===== config.mk =====
export PLATFORM = sky130hd
export DESIGN_NAME = cil_search
export DESIGN_NICKNAME = d
export VERILOG_FILES = /design/src/hw/rtl/coverage_index_lookup_top_defines.svh /design/src/hw/rtl/cil_pkg.sv /design/src/hw/rtl/cil_search.sv
export SDC_FILE = /design/constraint.sdc
export NUM_CORES = 1
export LEC_CHECK = 0
export BUFFER_PORTS_ARGS = -buffer_cell sky130_fd_sc_hd__buf_2
export CORE_ASPECT_RATIO = 1.5
export CORE_UTILIZATION = 56
export DETAILED_ROUTE_END_ITERATION = 6
export MAX_ROUTING_LAYER = met4
export PLACE_DENSITY = 0.89
export SYNTH_ARGS = -nofsm -noshare
export SYNTH_HDL_FRONTEND = slang
export SYNTH_SLANG_ARGS = --single-unit

===== constraint.sdc =====
create_clock -name clk -period 5.5 [get_ports clk]
set_input_delay 0.275 -clock clk [delete_from_list [all_inputs] [get_ports clk]]
set_output_delay 0.275 -clock clk [all_outputs]
set_load 0.05 [all_outputs]

===== src/hw/rtl/coverage_index_lookup_top_defines.svh =====
// ----------------------------------------------------------------------------
// Coverage index lookup: assertion macros
// Shared helpers for the concurrent checks of the lookup block.
// ----------------------------------------------------------------------------
`ifndef COVERAGE_INDEX_LOOKUP_TOP_DEFINES_SVH
`define COVERAGE_INDEX_LOOKUP_TOP_DEFINES_SVH

// Same-cycle implication, cleared during reset.
`define CIL_ASSERT_NOW(label, clk, rst_n, ante, cons) \
	label: assert property (@(posedge clk) disable iff (!rst_n) (ante) |-> (cons)) \
		else $error("coverage lookup check failed");

// Next-cycle implication, cleared during reset.
`define CIL_ASSERT_NEXT(label, clk, rst_n, ante, cons) \
	label: assert property (@(posedge clk) disable iff (!rst_n) (ante) |=> (cons)) \
		else $error("coverage lookup check failed");

`endif


===== src/hw/rtl/cil_pkg.sv =====
`timescale 1ns / 1ps
// ----------------------------------------------------------------------------
// Coverage index lookup package
// Widths, codes and shared types of the coverage table lookup block.
// ----------------------------------------------------------------------------
package cil_pkg;

	localparam int MaxEntries  = 1024;
	localparam int AddrWidth   = $clog2(MaxEntries);
	localparam int CountWidth  = AddrWidth + 1;
	localparam int GlyphWidth  = 16;
	localparam int IndexWidth  = GlyphWidth + 1;
	localparam int FormatWidth = 2;
	localparam int CfgIdxWidth = 1;
	localparam int CfgDataWidth = CountWidth;

	// request operations
	localparam logic OpLoad   = 1'b0;
	localparam logic OpLookup = 1'b1;

	// table formats
	localparam logic [FormatWidth-1:0] FmtList  = 2'd1;
	localparam logic [FormatWidth-1:0] FmtRange = 2'd2;

	// register indexes
	localparam logic [CfgIdxWidth-1:0] CfgTableFormat = 1'b0;
	localparam logic [CfgIdxWidth-1:0] CfgEntryCount  = 1'b1;

	typedef struct packed {
		logic [GlyphWidth-1:0] first;
		logic [GlyphWidth-1:0] last;
		logic [GlyphWidth-1:0] start;
	} entry_t;

	localparam int EntryWidth = $bits(entry_t);

	typedef struct packed {
		logic                  found;
		logic [IndexWidth-1:0] index;
	} result_t;

	typedef struct packed {
		logic    idle;
		logic    hold_valid;
		result_t result;
	} srch_status_t;

endpackage


===== src/hw/rtl/cil_search.sv =====
`timescale 1ns / 1ps
// ----------------------------------------------------------------------------
// Coverage search sequencer
// Binary search over the table RAM, one probe per cycle.
// ----------------------------------------------------------------------------
module cil_search (
	input  logic                                clk,
	input  logic                                arst_n,
	input  logic                                start,
	input  logic [cil_pkg::GlyphWidth-1:0]      glyph_id,
	input  logic [cil_pkg::FormatWidth-1:0]     table_format,
	input  logic [cil_pkg::CountWidth-1:0]      entry_count,
	input  cil_pkg::entry_t                     rd_data,
	input  logic                                take,
	output logic [cil_pkg::AddrWidth-1:0]       rd_addr,
	output cil_pkg::srch_status_t               status
);

	typedef enum logic [2:0] {
		ST_IDLE   = 3'b001,
		ST_SEARCH = 3'b010,
		ST_HOLD   = 3'b100
	} state_t;

	state_t state_q;

	logic [cil_pkg::CountWidth-1:0] low_q;
	logic [cil_pkg::CountWidth-1:0] high_q;
	logic [cil_pkg::AddrWidth-1:0]  mid_q;
	logic [cil_pkg::GlyphWidth-1:0] glyph_q;
	logic                           range_q;
	cil_pkg::result_t               res_q;

	logic [cil_pkg::CountWidth-1:0] high_init;
	logic [cil_pkg::AddrWidth-1:0]  mid_init;
	logic                           fmt_ok;
	logic                           hit;
	logic                           go_right;
	logic [cil_pkg::CountWidth-1:0] mid_ext;
	logic [cil_pkg::CountWidth-1:0] low_next;
	logic [cil_pkg::CountWidth-1:0] high_next;
	logic [cil_pkg::CountWidth:0]   mid_sum;
	logic [cil_pkg::AddrWidth-1:0]  mid_next;
	logic                           more;
	logic [cil_pkg::IndexWidth-1:0] hit_index;

	always_comb begin
		high_init = (entry_count > cil_pkg::CountWidth'(cil_pkg::MaxEntries)) ?
			cil_pkg::CountWidth'(cil_pkg::MaxEntries) : entry_count;
		mid_init  = high_init[cil_pkg::AddrWidth:1];
		fmt_ok    = (table_format == cil_pkg::FmtList) || (table_format == cil_pkg::FmtRange);

		if (range_q) begin
			hit      = (rd_data.first <= glyph_q) && (glyph_q <= rd_data.last);
			go_right = rd_data.last < glyph_q;
		end else begin
			hit      = rd_data.first == glyph_q;
			go_right = rd_data.first < glyph_q;
		end

		mid_ext   = {1'b0, mid_q};
		low_next  = go_right ? mid_ext + cil_pkg::CountWidth'(1) : low_q;
		high_next = go_right ? high_q : mid_ext;
		mid_sum   = {1'b0, low_next} + {1'b0, high_next};
		mid_next  = mid_sum[cil_pkg::AddrWidth:1];
		more      = low_next < high_next;

		// range hit: start index plus offset of the glyph inside the range
		hit_index = range_q ?
			{1'b0, rd_data.start} + {1'b0, glyph_q - rd_data.first} :
			cil_pkg::IndexWidth'(mid_q);

		rd_addr = (state_q == ST_SEARCH) ? mid_next : mid_init;
	end

	always_ff @(posedge clk or negedge arst_n) begin
		if (!arst_n) begin
			state_q <= ST_IDLE;
		end else begin
			unique case (state_q)
				ST_IDLE: begin
					if (start) begin
						state_q <= (!fmt_ok || high_init == '0) ? ST_HOLD : ST_SEARCH;
					end
				end
				ST_SEARCH: begin
					if (hit || !more) begin
						state_q <= ST_HOLD;
					end
				end
				ST_HOLD: begin
					if (take) begin
						state_q <= ST_IDLE;
					end
				end
				default: state_q <= ST_IDLE;
			endcase
		end
	end

	always_ff @(posedge clk) begin
		unique case (state_q)
			ST_IDLE: begin
				if (start) begin
					glyph_q <= glyph_id;
					range_q <= table_format == cil_pkg::FmtRange;
					low_q   <= '0;
					high_q  <= high_init;
					mid_q   <= mid_init;
					res_q   <= '0;
				end
			end
			ST_SEARCH: begin
				if (hit) begin
					res_q <= '{found: 1'b1, index: hit_index};
				end else begin
					// narrow the window and follow the probe just issued
					low_q  <= low_next;
					high_q <= high_next;
					mid_q  <= mid_next;
					res_q  <= '0;
				end
			end
			default: begin
			end
		endcase
	end

	assign status = '{
		idle:       state_q == ST_IDLE,
		hold_valid: state_q == ST_HOLD,
		result:     res_q
	};

endmodule

## Word level (Yosys, flattened, before mapping)

Index checks and enable logic that the tools add are counted.

- Register bits after elaboration: 70
- Input port bits: 81
- Output and inout bits: 30
- Logic and storage cells: 64

- Add/sub/neg operators: 4
- Magnitude comparators: 6
- Eq/ne operators: 10
- Multiplexer cells: 24
- Reductions and logical operators: 12

Operator list:

| operator | count |
|---|---|
| $mux 11 | 7 |
| $pmux 11 s2 | 2 |
| $mux 18 | 2 |
| $pmux 18 s2 | 1 |
| $le 16x16->1 | 2 |
| $lt 16x16->1 | 2 |
| $mux 10 | 3 |
| $pmux 10 s2 | 1 |
| $add 16x16->17 | 1 |
| $mux 17 | 1 |
| $eq 16x16->1 | 1 |
| $sub 16x16->16 | 1 |
| $mux 3 | 4 |
| $add 10x1->11 const B | 1 |
| $add 11x11->11 | 1 |
| $gt 11x11->1 const B | 1 |
| $logic_not 11->1 | 1 |
| $lt 11x11->1 | 1 |
| $pmux 3 s3 | 1 |
| $ne 2x2->1 const B | 3 |
| $reduce_and 3->1 | 2 |
| $reduce_and 2->1 | 2 |
| $eq 3x1->1 const B | 1 |
| $eq 3x2->1 const B | 1 |
| 9 further kinds | 13 |

## Depth between registers and ports, before layout

Gate-level depths: netlist (run 1).

- Depth after elaboration: 8
- Gate-level depth with buffers: 24
- Gate-level depth less buffers: 23

## Worst setup path before layout (run 1)

OpenSTA, ideal clock, no wires.

- Path kind: register to register
- Start: register glyph_q[0] (netlist name)
- End: register mid_q[7] (netlist name), data pin
- Arrival: 5.399 ns
- Required time: 5.081 ns
- Setup slack: -0.318 ns
- Cell stages (with the launch flop): 23
- Buffers on the path: 2
- Clock period less this slack: 5.818 ns
- Path through: edfxtp_1 -> inv_1 -> ha_1 -> inv_1 -> fa_1 -> a211oi_1 -> o211ai_1 -> a221oi_2 -> o21ai_2 -> a22oi_4 -> buf_2 -> buf_2 -> mux2i_1 -> fa_1 -> nand2b_1 -> a21oi_1 -> o21a_1 -> o21a_1 -> o21a_1 -> o21a_1 -> o21ai_0 -> nand2_1 -> o21ai_0

- Word-level cells in the longest chain between the ends: 6
- Elaborated cells on any way between the ends: 8

RTL lines:

| item | line | source |
|---|---|---|
| start, declared | cil_search.sv:30 | `logic [cil_pkg::GlyphWidth-1:0] glyph_q;` |
| start signal, assigned | cil_search.sv:105 | `glyph_q <= glyph_id;` |
| $lt 16x16->1, on equally long branches | cil_search.sv:58, cil_search.sv:55 |  |
| $mux 1 * | cil_search.sv:53 | `if (range_q) begin` |
| $mux 11, on equally long branches | cil_search.sv:62, cil_search.sv:63 |  |
| $add 11x11->11 * | cil_search.sv:64 | `mid_sum = {1'b0, low_next} + {1'b0, high_next};` |
| $mux 10 * | cil_search.sv:114 | `if (hit) begin` |
| $pmux 10 s2 * | cil_search.sv:102 | `unique case (state_q)` |
| end signal, assigned | cil_search.sv:109 | `mid_q <= mid_init;` |
| end signal, assigned | cil_search.sv:120 | `mid_q <= mid_next;` |
| end, declared | cil_search.sv:29 | `logic [cil_pkg::AddrWidth-1:0] mid_q;` |

Every way passes the cells marked *; elsewhere a longest branch is shown, timed or not. The select of a mux whose other input is x is not followed.
A chain may end at the register's enable or synchronous reset.

## Worst setup path after layout (run 1)

- Start: register glyph_q[0] (netlist name)
- End: output port rd_addr[9] (netlist name)

- Word-level cells in the longest chain between the ends: 5
- Elaborated cells on any way between the ends: 7

RTL lines:

| item | line | source |
|---|---|---|
| $lt 16x16->1, on equally long branches | cil_search.sv:58, cil_search.sv:55 |  |
| $mux 1 * | cil_search.sv:53 |  |
| $mux 11, on equally long branches | cil_search.sv:62, cil_search.sv:63 |  |
| $add 11x11->11 * | cil_search.sv:64 |  |
| $mux 10 * | cil_search.sv:73 | `rd_addr = (state_q == ST_SEARCH) ? mid_next : mid_init;` |
| end, declared | cil_search.sv:15 | `output logic [cil_pkg::AddrWidth-1:0] rd_addr,` |

Every way passes the cells marked *; elsewhere a longest branch is shown, timed or not.

==> results.yml, run 1 <==
floorplan:
  die_area_sq_um: 10300
  core_area_sq_um: 9630
  start_util: 0.575
  ios: 111
  die_x_microns: 83.2
  die_h_microns: 124
  rows: 44
synthesis:
  async_reset_ff_frac: 0.0429
  synth.most_common_cell: "ha_1"
  synth_seq_cells: 70
  yosysTopAreaCell: "edfxtp_1"
  synth_top_area_frac: 0.363
  synth.cell_area_sq_um: 5540
  yosysSeqAreaShare: 0.377
  syn-num-nets: 738
  ys_warn_count: 0
  synthFlopType: "edfxtp_1"
  synth_top_cells_by_count: "ha_1, edfxtp_1, inv_1"
  synth_cell_types: 51
  synth_cells: 585
  syn_area_per_cell_sq_um: 9.47
  ys_top_cells_by_area: "edfxtp_1, ha_1, inv_1"
  synth_edf_count: 67
clock_tree:
  htreeDepth: 3
  cts_buffers: 9
  cts_tree: "yes"
  clockBufferDepth: 2
  clkLatencyLatePin_ns: 0.35
  cts_sinks: 70
  clkSlewWorstSetupHoldPaths_ns: 0.06
  clk_root_buffer_cell: "clkbuf_16"
route:
  detail_route.wl_per_cell_microns: 16.8
  ant_nets: 0
  via_per_inst: 5.91
  drt_iter0_markers: 282
  drt-pass1-iter-count: 5
  drc_errors: 0
  wl_microns: 13800
  dr_total_vias: 4883
finish:
  layout.cells.non_filler: 826
  area_growth_pct: 19.2
  n_antenna_cell: 0
  layout.nets: 859
  drive_gt1_frac: 0.214
  fin_util: 0.685
  fin_area_sq_um: 6600
global_routing:
  grt_max_degree: 33
  overflow: 0
  gr-usage-all-layers: 0.272
  grt_pass1_wl_microns: 21300
  grt_pass1_vias: 4664
  antenna_found_initial: 0
power:
  pwr_density_cell_nw_per_um2: 513
  vdd_drop_max_uv: 346
  power_leakage_uw: 0.00308
critical_path:
  crit_type: "reg2out"
  rrSetupSlack_ns: 0.80
  timing.critical_path.buf_inv: 6
  crit_family: "compound AO/OA/AOI/OAI gates"
  crit_chain: "inv_1 -> ha_1 -> inv_1 -> fa_1 -> a211oi_2 -> o211ai_1 -> a221oi_2 -> o21ai_2 -> a22oi_4 -> buf_4 -> buf_4 -> mux2i_1 -> inv_1 -> ha_1 -> o21a_1 -> o21a_1 -> o21a_1 -> o21a_1 -> o21ai_1 -> a21oi_1 -> mux2i_1 -> nand3_1 -> clkbuf_4"
  slowest_delay_ns: 0.43
  crit_required_ns: 5.22
  endpoint_kind: "output port"
  arrival_ns: 5.00
  rr_endpoint: "state_q[2]$_DFFE_PN0P_"
  cpMostUsedCell: "o21a_1"
  path_max_fanout: 14
  crit_slowest_cell: "fa_1"
  reg2reg_depth: 24
  r2r-start: "glyph_q[0]$_DFFE_PP_"
  critical_path.startpoint_type: "flop"
min_path:
  min_from: "glyph_id[6]"
  holdPathStages: 1
  holdCritPathClass: "in2reg"
  min_to: "glyph_q[6]$_DFFE_PP_"
placed_design:
  gp_congestion: 0.954
  placedCellCount: 805
  io_buffers: 110
  dpl_cell_area_sq_um: 6250
  post-dp-hpwl_microns: 10600
timing:
  setup_viol: 0
  period_needed_ns: 5.27
  fmax_mhz: 190
  finalMaxSlewViolations: 0
  fin_skew_ns: 0.00866
  fin_crit_sh: 0.959
  worstMarginPinSlew_ns: 0.960
  hold_viol_final: 0
  setup_tns_ns: 0
  slew_headroom: 0.357
  rsz0062_at_grt: "no"
  timing.hold.ws_ns: 0.102
outcome:
  status: "complete, no violations"
flow_run:
  maxCapViolCount: 0
-- worst reg2reg max path, cell delays in order, from the launching register on --
cell	delay, ns
edfxtp_1	0.38
inv_1	0.07
ha_1	0.16
inv_1	0.05
fa_1	0.43
a211oi_2	0.25
o211ai_1	0.14
a221oi_2	0.30
o21ai_2	0.13
a22oi_4	0.14
buf_4	0.16
buf_4	0.21
mux2i_1	0.31
inv_1	0.08
ha_1	0.36
inv_1	0.10
a21oi_1	0.16
nor2_1	0.06
nor2_1	0.09
nor2_1	0.04
o21a_1	0.18
o21ai_0	0.24
o2111ai_1	0.16
a21oi_1	0.22
o32ai_1	0.13
-- flip-flops by register name (all words and copies together) (netlist names) --
register,cells
glyph_q,16
high_q,11
low_q,11
mid_q,10
range_q,1
state_q,3
status,18
-- layer usage --
| metal | track usage | part of all wire | wire (microns) |
|---|---|---|---|
| met1 | 0.286 | 0.37 | 5160 |
| met4 | 0.101 | 0.027 | 367 |
| met3 | 0.0464 | 0.063 | 877 |
| met5 | - | 0 | 0 |
| met2 | 0.512 | 0.54 | 7430 |
-- cell usage in the layout (no fill, tap or decap), types with 7 or more instances in the layout --
cell type and n:
xnor2_1 20, nor3_1 15, xor2_1 15, o21ai_1 9
clkbuf_16 9, a31oi_1 7, o21bai_1 8, o21ai_0 32
ha_1 69, o21a_1 8, a21o_1 8, buf_4 11
nand3_1 15, nand2_1 37, and2_1 10, buf_2 109
nor2_1 48, nand4_1 9, mux2i_1 20, a21oi_1 37
edfxtp_1 67, inv_1 67
-- cells by family after synthesis --
family	Yosys count	share of synthesized area
adder cells (fa/ha/maj)	72	0.167
multiplexers	25	0.0458
buffers and inverters	79	0.0540
XOR/XNOR	35	0.0553
flip-flops	70	0.377
AND/OR/NAND/NOR	164	0.142
AO/OA/AOI/OAI	140	0.159
-- area by class of cell --
| class | instances | area (sq um) |
|---|---|---|
| Clock inverter | 6 | 61.3 |
| Clock buffer | 10 | 229 |
| Fill cell | 699 | 3030 |
| Inverter | 67 | 251 |
| Multi-Input combinational cell | 436 | 3180 |
| Sequential cell | 70 | 2090 |
| Timing Repair Buffer | 122 | 646 |
| Tap cell | 115 | 144 |
-- power by group --
| group | switching (uW) | internal [uW] |
|---|---|---|
| sequential | 91.9 | 787 |
| clock | 227 | 349 |
| combinational | 1210 | 724 |
-- timing repair --
action                     CTS  global route
setup buffers                3             1
hold endpoints to repair     3             0
setup endpoints to repair    2             2
hold buffers                 1             0
resized for setup            0             6
pin swaps                    1             2
-- worst max path at each step --
stage	from	endpoint	cells after the start	slack (ns)
finish	glyph_q[0]$_DFFE_PP_	rd_addr[9]	23	0.23
detailed placement	glyph_q[0]$_DFFE_PP_	rd_addr[9]	22	0.19
global placement	glyph_q[0]$_DFFE_PP_	rd_addr[9]	23	0.38
global route	glyph_q[0]$_DFFE_PP_	rd_addr[9]	24	0.01
CTS	glyph_q[0]$_DFFE_PP_	rd_addr[9]	23	0.01
floorplan	glyph_q[0]$_DFFE_PP_	mid_q[2]$_DFFE_PP_	20	0.11
-- metrics by stage --
step | power, uW | worst slack (ns)
after detailed placement | 2750 | 0.194
after floorplan | 2300 | 0.106
after global routing | 3580 | 0.0142
final | 3390 | 0.227
after global placement | 2680 | 0.382
after CTS | 3340 | 0.0144
Note: power is estimated with default switching activity, not from simulation.
==> inputs of run 2 (changes only) <==
ABC_AREA = 1   (was unset)
CAP_MARGIN = 25   (was unset)
CORE_UTILIZATION = 57   (was 56)
PLACE_DENSITY = 0.9   (was 0.89)
==> run 2 against run 1 <==
Non-clock buffer count is 6 lower; register-to-register slack better by 0.45 ns; flip-flop and latch count stayed put; worst setup slack better by 0.44 ns; combinational power is 19% higher; largest power group unchanged.
==> results.yml, run 2 <==
timing:
  hold_viol_final: 0
  finalMaxSlewViolations: 0
  setup_viol: 0
  worstMarginPinSlew_ns: 0.688
  period_needed_ns: 4.83
  fmax_mhz: 207
  fin_crit_sh: 0.879
  setup_tns_ns: 0
  slew_headroom: 0.539
  fin_skew_ns: 0.00804
  rsz0062_at_grt: "no"
global_routing:
  grt_pass1_wl_microns: 23400
  overflow: 0
  antenna_found_initial: 0
  gr-usage-all-layers: 0.289
  grt_pass1_vias: 5276
  grt_max_degree: 41
power:
  power_leakage_uw: 0.00346
  vdd_drop_max_uv: 362
  pwr_density_cell_nw_per_um2: 559
floorplan:
  core_area_sq_um: 10100
  die_x_microns: 85.0
  die_area_sq_um: 10800
  die_h_microns: 127
  rows: 45
  ios: 111
  start_util: 0.585
synthesis:
  async_reset_ff_frac: 0.0429
  synth_top_area_frac: 0.341
  synth_seq_cells: 70
  yosysTopAreaCell: "edfxtp_1"
  synth.most_common_cell: "nand2_1"
  synth_cell_types: 47
  synth_top_cells_by_count: "nand2_1, inv_1, ha_1"
  synth_cells: 727
  yosysSeqAreaShare: 0.354
  syn-num-nets: 880
  syn_area_per_cell_sq_um: 8.11
  synth.cell_area_sq_um: 5900
  synthFlopType: "edfxtp_1"
  ys_top_cells_by_area: "edfxtp_1, ha_1, nand2_1"
  ys_warn_count: 0
  synth_edf_count: 67
clock_tree:
  hold_buffers: 1
  cts_resized: 0
  clkSlewWorstSetupHoldPaths_ns: 0.06
  cts_sinks: 70
  clkLatencyLatePin_ns: 0.35
  cts_setup_buffers: 0
  clk_root_buffer_cell: "clkbuf_16"
  cts_tree: "yes"
  htreeDepth: 3
  clockBufferDepth: 2
  cts_buffers: 9
route:
  via_per_inst: 5.49
  ant_nets: 0
  wl_microns: 14200
  drt_iter0_markers: 258
  drc_errors: 0
  dr_total_vias: 5299
  drt-pass1-iter-count: 5
  detail_route.wl_per_cell_microns: 14.7
critical_path:
  slowest_delay_ns: 0.45
  crit_slowest_cell: "fa_1"
  crit_family: "simple AND/OR/NAND/NOR gates"
  path_depth: 30
  arrival_ns: 4.56
  reg2reg_depth: 29
  rrSetupSlack_ns: 1.25
  endpoint_kind: "output port"
  timing.critical_path.buf_inv: 5
  cpMostUsedCell: "nand2_1"
  path_max_fanout: 37
  crit_type: "reg2out"
  critical_path.startpoint_type: "flop"
  crit_required_ns: 5.22
placed_design:
  dpl_cell_area_sq_um: 6560
  post-dp-hpwl_microns: 11200
  io_buffers: 110
  gp_congestion: 0.908
finish:
  final_cell_mix: "nand2_1, inv_1, buf_2, ha_1, edfxtp_1"
  n_antenna_cell: 0
  area_growth_pct: 17.8
  largest_register_ffs: 18
  fin_area_sq_um: 6950
  fin_util: 0.689
  mostFrequentLayoutCell: "nand2_1"
  drive_gt1_frac: 0.216
  layout.nets: 997
flow_run:
  maxCapViolCount: 0
outcome:
  status: "complete, no violations"
min_path:
  holdCritPathClass: "in2reg"
  holdPathStages: 1
## run 2: cell count changes after synthesis, moves of 7 or more
cell     before  now
nand2_1      37  146
a21oi_1      39   53
mux2i_1      22    0
o21ai_2       1   10
inv_2         0   10
xnor2_1      20   10
nand2_4       0    7
and2_1       10    1
inv_1        67  115
nand3_1      15   35
nor3_1       15    8
## run 2: cell type report
cell class                      count  area, sq um
Timing Repair Buffer              116          618
Clock buffer                        9          225
Tap cell                          117          146
Multi-Input combinational cell    520         3270
Inverter                          127          477
Fill cell                         778         3130
Sequential cell                    70         2090
Clock inverter                      7          120
## run 2: per-stage QoR
step	total power, uW	hold WS, ns	instances	setup slack (ns)
2_1_floorplan	2660	-0.0206	727	0.743
3_3_place_gp	3090	0.0708	948	1.16
3_5_place_dp	3140	0.0707	948	1.05
4_1_cts	3850	0.0963	965	0.681
5_1_grt	4190	0.0995	966	0.307
6_report	3890	0.0975	966	0.665
## run 2: path summary, 6_finish.rpt
| check | startpoint | end |
|---|---|---|
| worst max-delay path | glyph_q[0]$_DFFE_PP_ | rd_addr[9] |
| worst min-delay path | glyph_id[4] | glyph_q[4]$_DFFE_PP_ |
| worst max register to register | glyph_q[0]$_DFFE_PP_ | mid_q[9]$_DFFE_PP_ |
| worst min register to register | state_q[1]$_DFFE_PN0P_ | state_q[0]$_DFFE_PN1P_ |
| max in group asynchronous | arst_n | state_q[0]$_DFFE_PN1P_ |
| min in group asynchronous | arst_n | state_q[2]$_DFFE_PN0P_ |
## run 2: routing by layer
layer,vias up,global-route usage,routed length (microns)
li1,2655,-,-
met1,2396,0.285,5230
met2,201,0.529,7580
met3,47,0.0436,731
met4,0,0.171,604
met5,-,-,0
## run 2: cells by family after synthesis
| kind of cell | count (synthesis) | synth area share |
|---|---|---|
| flops | 70 | 0.354 |
| xor+xnor | 25 | 0.0371 |
| compound gates | 143 | 0.143 |
| fa+ha+maj | 72 | 0.157 |
| buf+inv | 137 | 0.0908 |
| simple gates | 280 | 0.218 |
## run 2: power breakdown
group | total [uW] | internal [uW] | switching [uW]
registers | 910 | 820 | 89.6
logic | 2290 | 758 | 1530
clock network | 691 | 444 | 246
total | 3890 | 2020 | 1860
